**src/tsjt_pkg.sv**
```systemverilog
// Package for the time-sorted job table: sizes, status and request codes,
// cell commands and the entry type. It depends on nothing else.
package tsjt_pkg;

    localparam int TABLE_DEPTH = 16;
    localparam int CNT_W = $clog2(TABLE_DEPTH + 1);
    localparam int TIME_W = 31;
    localparam int SER_W = 31;

    localparam logic [TIME_W-1:0] NONE_TIME = {TIME_W{1'b1}};

    localparam logic REQ_OPEN = 1'b0;
    localparam logic REQ_CLOSE = 1'b1;

    localparam logic [1:0] ST_OPENED = 2'd0;
    localparam logic [1:0] ST_FULL = 2'd1;
    localparam logic [1:0] ST_CLOSED = 2'd2;
    localparam logic [1:0] ST_MISSING = 2'd3;

    localparam logic [1:0] CMD_HOLD = 2'd0;
    localparam logic [1:0] CMD_LOAD_NEW = 2'd1;
    localparam logic [1:0] CMD_FROM_PREV = 2'd2;
    localparam logic [1:0] CMD_FROM_NEXT = 2'd3;

    typedef struct packed {
        logic [TIME_W-1:0] job_time;
        logic [SER_W-1:0] job_serial;
    } entry_t;

endpackage

```
**src/tsjt_ifs.sv**
```systemverilog
// Valid/ready channel interfaces for requests and results of the job table.
// Depends on tsjt_pkg for the field widths.
interface tsjt_req_if
    import tsjt_pkg::*;
();
    logic valid;
    logic ready;
    logic req_type;
    logic [TIME_W-1:0] job_time;
    logic [SER_W-1:0] job_serial;

    modport source (output valid, output req_type, output job_time, output job_serial,
                    input ready);
    modport sink (input valid, input req_type, input job_time, input job_serial,
                  output ready);
endinterface

interface tsjt_rsp_if
    import tsjt_pkg::*;
();
    logic valid;
    logic ready;
    logic [1:0] status;
    logic [TIME_W-1:0] closed_time;

    modport source (output valid, output status, output closed_time, input ready);
    modport sink (input valid, input status, input closed_time, output ready);
endinterface

```
**src/tsjt_cell.sv**
```systemverilog
// One slot of the sorted job chain: holds an entry, compares it with the
// incoming request and loads from itself, the request or a neighbor. Uses tsjt_pkg.
module tsjt_cell
    import tsjt_pkg::*;
(
    input  logic clk,
    input  logic [1:0] cmd,
    input  entry_t new_ent,
    input  entry_t prev_ent,
    input  entry_t next_ent,
    input  logic [TIME_W-1:0] cmp_time,
    input  logic [SER_W-1:0] cmp_serial,
    output entry_t ent,
    output logic le,
    output logic hit
);

    entry_t ent_reg;
    entry_t ent_next;

    always_comb
    begin
        unique case (cmd)
            CMD_HOLD:      ent_next = ent_reg;
            CMD_LOAD_NEW:  ent_next = new_ent;
            CMD_FROM_PREV: ent_next = prev_ent;
            CMD_FROM_NEXT: ent_next = next_ent;
            default:       ent_next = ent_reg;
        endcase
    end

    always_ff @(posedge clk)
    begin
        ent_reg <= ent_next;
    end

    assign ent = ent_reg;
    assign le = (ent_reg.job_time <= cmp_time);
    assign hit = (ent_reg.job_serial == cmp_serial);

endmodule

```
**src/time_sorted_job_table.sv**
```systemverilog
// Time-sorted job table: a chain of TABLE_DEPTH cells kept in ascending time order.
// Each transaction compares in the accept cycle, then shifts in the update state.
// A new request is taken only once the update is done; the result register lets the next
// request be taken while a result waits, and a full result register stalls the shift.
// Reset clears the entry count, the control state and the result valid flag.
module time_sorted_job_table
    import tsjt_pkg::*;
(
    input  logic clk,
    input  logic rst_n,
    tsjt_req_if.sink req,
    tsjt_rsp_if.source rsp
);

    localparam logic S_IDLE = 1'b0;
    localparam logic S_UPD = 1'b1;

    logic state_reg, state_next;
    logic [CNT_W-1:0] count_reg, count_next;
    logic [TABLE_DEPTH-1:0] le_reg, hit_reg;
    logic op_type_reg;
    entry_t op_ent_reg;
    logic out_valid_reg;
    logic [1:0] status_reg, status_next;
    logic [TIME_W-1:0] ctime_reg, ctime_next;

    entry_t ents [TABLE_DEPTH];
    entry_t prevs [TABLE_DEPTH];
    entry_t nexts [TABLE_DEPTH];
    logic [1:0] cmds [TABLE_DEPTH];
    logic [TABLE_DEPTH-1:0] les, hits, occ, le_prev;
    logic [TABLE_DEPTH-1:0] first_hit, below_hit;
    logic in_fire, upd_fire, full, found;
    logic [TIME_W-1:0] sel_time;

    assign req.ready = (state_reg == S_IDLE);
    assign in_fire = req.valid && req.ready;
    assign upd_fire = (state_reg == S_UPD) && (!out_valid_reg || rsp.ready);

    genvar g;
    generate
        for (g = 0; g < TABLE_DEPTH; g++)
        begin : g_cell
            assign occ[g] = (count_reg > CNT_W'(g));

            if (g == 0)
            begin : g_first
                assign prevs[g] = ents[g];
                assign le_prev[g] = 1'b1;
            end
            else
            begin : g_mid
                assign prevs[g] = ents[g-1];
                assign le_prev[g] = le_reg[g-1];
            end

            if (g == TABLE_DEPTH - 1)
            begin : g_last
                assign nexts[g] = ents[g];
            end
            else
            begin : g_inner
                assign nexts[g] = ents[g+1];
            end

            tsjt_cell u_cell (
                .clk        (clk),
                .cmd        (cmds[g]),
                .new_ent    (op_ent_reg),
                .prev_ent   (prevs[g]),
                .next_ent   (nexts[g]),
                .cmp_time   (req.job_time),
                .cmp_serial (req.job_serial),
                .ent        (ents[g]),
                .le         (les[g]),
                .hit        (hits[g])
            );
        end
    endgenerate

    // The lowest set hit marks the first match in time order; cells at or
    // above it take their upper neighbor.
    assign first_hit = hit_reg & ~(hit_reg - TABLE_DEPTH'(1));
    assign below_hit = (hit_reg - TABLE_DEPTH'(1)) & ~hit_reg;
    assign found = |hit_reg;
    assign full = (count_reg == CNT_W'(TABLE_DEPTH));

    always_comb
    begin
        sel_time = '0;
        for (int i = 0; i < TABLE_DEPTH; i++)
        begin
            sel_time = sel_time | (ents[i].job_time & {TIME_W{first_hit[i]}});
        end
    end

    always_comb
    begin
        for (int i = 0; i < TABLE_DEPTH; i++)
        begin
            cmds[i] = CMD_HOLD;
            if (upd_fire && op_type_reg == REQ_OPEN && !full)
            begin
                if (le_reg[i])
                    cmds[i] = CMD_HOLD;
                else if (le_prev[i])
                    cmds[i] = CMD_LOAD_NEW;
                else
                    cmds[i] = CMD_FROM_PREV;
            end
            else if (upd_fire && op_type_reg == REQ_CLOSE && found)
            begin
                cmds[i] = below_hit[i] ? CMD_HOLD : CMD_FROM_NEXT;
            end
        end
    end

    always_comb
    begin
        state_next = state_reg;
        count_next = count_reg;
        status_next = status_reg;
        ctime_next = ctime_reg;
        unique case (state_reg)
            S_IDLE:
            begin
                if (in_fire)
                    state_next = S_UPD;
            end
            S_UPD:
            begin
                if (upd_fire)
                begin
                    state_next = S_IDLE;
                    ctime_next = NONE_TIME;
                    if (op_type_reg == REQ_OPEN)
                    begin
                        if (full)
                            status_next = ST_FULL;
                        else
                        begin
                            status_next = ST_OPENED;
                            count_next = count_reg + CNT_W'(1);
                        end
                    end
                    else if (found)
                    begin
                        status_next = ST_CLOSED;
                        ctime_next = sel_time;
                        count_next = count_reg - CNT_W'(1);
                    end
                    else
                        status_next = ST_MISSING;
                end
            end
            default: state_next = S_IDLE;
        endcase
    end

    always_ff @(posedge clk or negedge rst_n)
    begin
        if (!rst_n)
        begin
            state_reg <= S_IDLE;
            count_reg <= '0;
            out_valid_reg <= 1'b0;
        end
        else
        begin
            state_reg <= state_next;
            count_reg <= count_next;
            if (upd_fire)
                out_valid_reg <= 1'b1;
            else if (rsp.ready)
                out_valid_reg <= 1'b0;
        end
    end

    always_ff @(posedge clk)
    begin
        status_reg <= status_next;
        ctime_reg <= ctime_next;
        if (in_fire)
        begin
            op_type_reg <= req.req_type;
            op_ent_reg.job_time <= req.job_time;
            op_ent_reg.job_serial <= req.job_serial;
            le_reg <= les & occ;
            // Serial zero never matches a stored job.
            hit_reg <= hits & occ & {TABLE_DEPTH{req.job_serial != '0}};
        end
    end

    assign rsp.valid = out_valid_reg;
    assign rsp.status = status_reg;
    assign rsp.closed_time = ctime_reg;

`ifndef SYNTH
    a_count_bound: assert property (@(posedge clk) disable iff (!rst_n)
        count_reg <= CNT_W'(TABLE_DEPTH))
        else $error("entry count exceeds table depth");

    a_open_grows: assert property (@(posedge clk) disable iff (!rst_n)
        (upd_fire && status_next == ST_OPENED) |=> count_reg == $past(count_reg) + 1'b1)
        else $error("open did not add an entry");

    a_close_shrinks: assert property (@(posedge clk) disable iff (!rst_n)
        (upd_fire && status_next == ST_CLOSED) |=> count_reg == $past(count_reg) - 1'b1)
        else $error("close did not remove an entry");

    a_single_match: assert property (@(posedge clk) disable iff (!rst_n)
        (state_reg == S_UPD) |-> $onehot0(first_hit))
        else $error("more than one entry selected for removal");
`endif

endmodule

```
**src/flat_wrapper.sv**
```systemverilog
// flat-port wrapper written by rule: the top's interface ports become plain ports
module time_sorted_job_table_flat import tsjt_pkg::*;
  (clk, rst_n, req_valid, req_req_type, req_job_time, req_job_serial, req_ready, rsp_valid, rsp_status, rsp_closed_time, rsp_ready);
  tsjt_req_if req_i ();
  tsjt_rsp_if rsp_i ();
  input  logic clk;
  input  logic rst_n;
  input wire logic [$bits(req_i.valid)-1:0] req_valid;
  input wire logic [$bits(req_i.req_type)-1:0] req_req_type;
  input wire logic [$bits(req_i.job_time)-1:0] req_job_time;
  input wire logic [$bits(req_i.job_serial)-1:0] req_job_serial;
  output wire logic [$bits(req_i.ready)-1:0] req_ready;
  output wire logic [$bits(rsp_i.valid)-1:0] rsp_valid;
  output wire logic [$bits(rsp_i.status)-1:0] rsp_status;
  output wire logic [$bits(rsp_i.closed_time)-1:0] rsp_closed_time;
  input wire logic [$bits(rsp_i.ready)-1:0] rsp_ready;
  assign req_i.valid = req_valid;
  assign req_i.req_type = req_req_type;
  assign req_i.job_time = req_job_time;
  assign req_i.job_serial = req_job_serial;
  assign req_ready = req_i.ready;
  assign rsp_valid = rsp_i.valid;
  assign rsp_status = rsp_i.status;
  assign rsp_closed_time = rsp_i.closed_time;
  assign rsp_i.ready = rsp_ready;
  time_sorted_job_table u_core (.clk(clk), .rst_n(rst_n), .req(req_i), .rsp(rsp_i));
endmodule
```
**config.mk**
```make
export PLATFORM = sky130hd
export DESIGN_NAME = time_sorted_job_table_flat
export DESIGN_NICKNAME = d
export VERILOG_FILES = /design/src/tsjt_pkg.sv /design/src/tsjt_ifs.sv /design/src/tsjt_cell.sv /design/src/time_sorted_job_table.sv /design/src/flat_wrapper.sv
export SDC_FILE = /design/constraint.sdc
export NUM_CORES = 2
export LEC_CHECK = 0
export BUFFER_PORTS_ARGS = -buffer_cell sky130_fd_sc_hd__buf_2
export CAP_MARGIN = 0
export CORE_MARGIN = 2
export CORE_UTILIZATION = 45
export DETAILED_ROUTE_END_ITERATION = 8
export GPL_ROUTABILITY_DRIVEN = 0
export PLACE_DENSITY = 0.61
export REMOVE_ABC_BUFFERS = 1
export SYNTH_ARGS = -nofsm -noshare
export SYNTH_HDL_FRONTEND = slang
export SYNTH_SLANG_ARGS = --single-unit
```
**constraint.sdc**
```tcl
create_clock -name clk -period 7.1 [get_ports clk]
set_clock_uncertainty 0.2 [all_clocks]
set_input_delay 1.065 -clock clk [delete_from_list [all_inputs] [get_ports clk]]
set_output_delay 1.065 -clock clk [all_outputs]
set_load 0.05 [all_outputs]
```
==> summary.md <==
| Metric | Value |
|---|---|
| Status | finished with violations |
| Failing checks | DRC, capacitance limit, slew limit |
| Post-synth EDFFs | 1120 |
| Power Total | around 22 mW |
| Netlist cell types | 66 |
| Crit share post-route | 71.66% |
| Clock latency on the worst-skew pair | 0.82 ns |
| Worst Tran Pin Value | 1.509 ns |
| Yosys top cell area share | 47.37% |
| F_max | 196.6 MHz |
| Max-cap violations | 2 |
| Hold slack | approximately 0.24 ns |
| Via density | 7.524 |
| DRC violations left | 2 |
| # nets final | 6805 |
| CP cell instances | buf_4 > or4_1 > nor3_4 > a21oi_1 > a21oi_1 > ha_4 > buf_4 > o21ai_0 |
| First-pass GRT wire length | 444700 um |
| Critical path's top delay family | simple AND/OR/NAND/NOR gates |
| Largest stage delay, worst path | 0.83 ns |
| Max H-tree Level | 4 |
| Most frequent cells after synthesis | edfxtp_1, a22oi_1, o31ai_1, clkbuf_1, ha_1 |
| Total Wirelength | 321700 um |
| TritonCTS clock tree | done |
| Worst path bufs/invs | 2 |
| P_sw | 8.202 mW |
| Critical Path AT | 5.38 ns |
| Global-route congestion overflow total | 0 |
| Cell Rows | 145 |
| GRT Resource Usage Total | between 30% and 40% |
| Post-synthesis sequential area ratio | 47.61% |
| Yosys warns | 0 |
| WL/cell | about 38 um |
| Switching share of power | 36.72% |
| TritonCTS buffer count | 134 |
| Number of port buffers | between 100 and 150 |
| Die Wd | about 400 um |
| Initial antenna violation count | 23 |
| Seq pwr share | between 40% and 50% |
| Cell type with the largest total area after synthesis | edfxtp_1 |
| VDD IR max | 0.0002483 V |
| Setup violations, final | 0 |
| Synthesized area per cell | 11.03 um2 |
| Via count | 63210 |
| Final Util | 49.62% |
| Synth area leaders | edfxtp_1, ha_1, a22oi_1 |
| Sink Count | 1127 |
| Die Ht | 401.2 um |
| Cell Pwr Density | ~290 mW/mm2 |
| Clock share of power | 30.4% |
| Synthesized instance count | 6439 |
| Internal | ~14 mW |
| Worst EP required | 7.40 ns |
| Slowest CP cell | buf_4 |
| HPWL Detailed | 216200 um |
| Placed insts | 8155 |
| Seq cells post-synth | approximately 1100 |
| Share of layout cells above drive strength 1 | 8.556% |
| Largest net degree at the start of global routing | 125 |
| Max reg flops | 992 |
| Total core area | 0.1564 mm2 |
| Endpoints failing hold | 0 |
| DRT Pass-1 Iters | 9 |
| Crit end category | flip-flop |
| CP Class | reg -> reg |
| Initial Utilization | approximately 45% |
| Leak | roughly 26 nW |
| Die area | 0.1610 mm2 |
| Vias in the first global route | 58270 |
| DR iter-0 viols | 10710 |
| Root buffer cell | clkbuf_16 |
| I/O pin count | just over 100 |
| RSZ-0062 raised after global routing | false |
| Worst min-delay path category | in -> reg |
| Clock-pin transition on the worst setup and hold timing paths | 0.06 ns |
| Post-Syn Area | about 0.071 mm2 |
| Clk buf depth | 3 |
| Slew margin rel. | -1.633% |
| Crit-path max FO | 84 |
| Final std cells w/o fill | 8402 |
| Comb power frac | 25.2% |
| Area delta synth->final | 9.285% |
| Count leader, synth | edfxtp_1 |
| Filler cell count in the final layout | 14130 |
| Startpoint types | flip-flop |
| Final Max Slew Viols | 2 |
| Ys async rst share | 0.6211% |
| Minimum clock period | slightly above 5 ns |
| Dominant synthesized flop cell | edfxtp_1 |
| DRT antenna net count | 0 |
cell type report:
cell class	instances	area [um2]	area share [%]
inverters	185	696.9	0.8982
well taps	2058	2575	3.318
clock inverters	64	574.3	0.7401
diodes	9	22.52	0.02902
flip-flops and latches	1127	33810	43.57
repair buffers	234	1579	2.035
multi-input cells	4554	34830	44.88
clock buffers	171	3513	4.528
per-stage QoR:
step	setup TNS, ns	setup slack [ns]	area, um2
2_1_floorplan	-2562.63	-3.495	68800
3_3_place_gp	0	2.125	73460
3_5_place_dp	0	2.068	73460
4_1_cts	0	2.177	77550
5_1_grt	0	1.911	77570
6_report	0	2.012	77590
power groups by stage:
stage               clock (mW)  combinational [mW]  sequential (mW)
floorplan                    0                3.12             9.62
global placement             0                5.20             9.95
detailed placement           0                5.34             9.95
CTS                       6.78                5.35             9.83
global route              7.02                5.82             9.94
finish                    6.78                5.62             9.93
cells in the final DEF (no fill, tap or decap), types with 75 or more instances in the layout:
cell / count
a21oi_1: 246
a221o_1: 154
a22oi_1: 806
buf_2: 101
buf_4: 125
clkbuf_16: 135
edfxtp_1: 1120
ha_1: 501
inv_1: 183
nand2_1: 223
nand3_1: 113
nand4_1: 134
nor2_1: 75
nor3_1: 103
nor4_1: 144
o21ai_0: 376
o31ai_1: 565
xor2_1: 449
path summary, 6_finish.rpt:
check | from | end | slack [ns] | depth (start not counted)
worst min-delay path | req_job_time[17] | u_core.op_ent_reg[48]$_DFFE_PP_ | 0.24 | 1
min in group asynchronous | rst_n | u_core.state_reg$_DFF_PN0_ | 0.48 | 2
worst max register to register | u_core.hit_reg[4]$_DFFE_PP_ | u_core.g_cell[15].u_cell.ent[32]$_DFFE_PN_ | 2.01 | 8
max in group asynchronous | rst_n | u_core.count_reg[4]$_DFFE_PN0P_ | 5.96 | 2
worst max-delay path | u_core.hit_reg[4]$_DFFE_PP_ | u_core.g_cell[15].u_cell.ent[32]$_DFFE_PN_ | 2.01 | 8
worst min register to register | u_core.op_ent_reg[13]$_DFFE_PP_ | u_core.g_cell[9].u_cell.ent[13]$_DFFE_PP_ | 0.41 | 1
layer usage:
metal / track usage, % / vias up / share of wire (%) / routed length, um
met5: 0 / - / 0.027 / 88
met2: 59.34 / 5456 / 44 / 140500
li1: - / 25550 / - / -
met1: 44.82 / 30800 / 34 / 108100
met3: 10.23 / 1397 / 12 / 39020
met4: 32.41 / 14 / 11 / 33990
what timing repair did:
action | 4_1_cts | 5_1_grt
setup endpoints to repair | 0 | 0
buffers inserted | 0 | 0
hold endpoints to repair | 7 | 0
resized for setup | 0 | 0
hold buffers | 1 | 0
logic make-up (layout without fill, tap and decap cells):
| group | Yosys count | count (layout) | share of synthesized area, % |
|---|---|---|---|
| muxes | 63 | 63 | 0.9957 |
| DFF | 1127 | 1127 | 47.61 |
| buffers and inverters | 758 | 654 | 4.074 |
| and+or+nand+nor | 1073 | 1073 | 8.244 |
| adders and majority gates | 502 | 502 | 8.846 |
| other | 0 | 9 | 0 |
| AOI/OAI and AO/OA | 2416 | 2416 | 24.06 |
| xor gates and xnor gates | 500 | 500 | 6.168 |
Note: power is estimated with default switching activity, not from simulation.
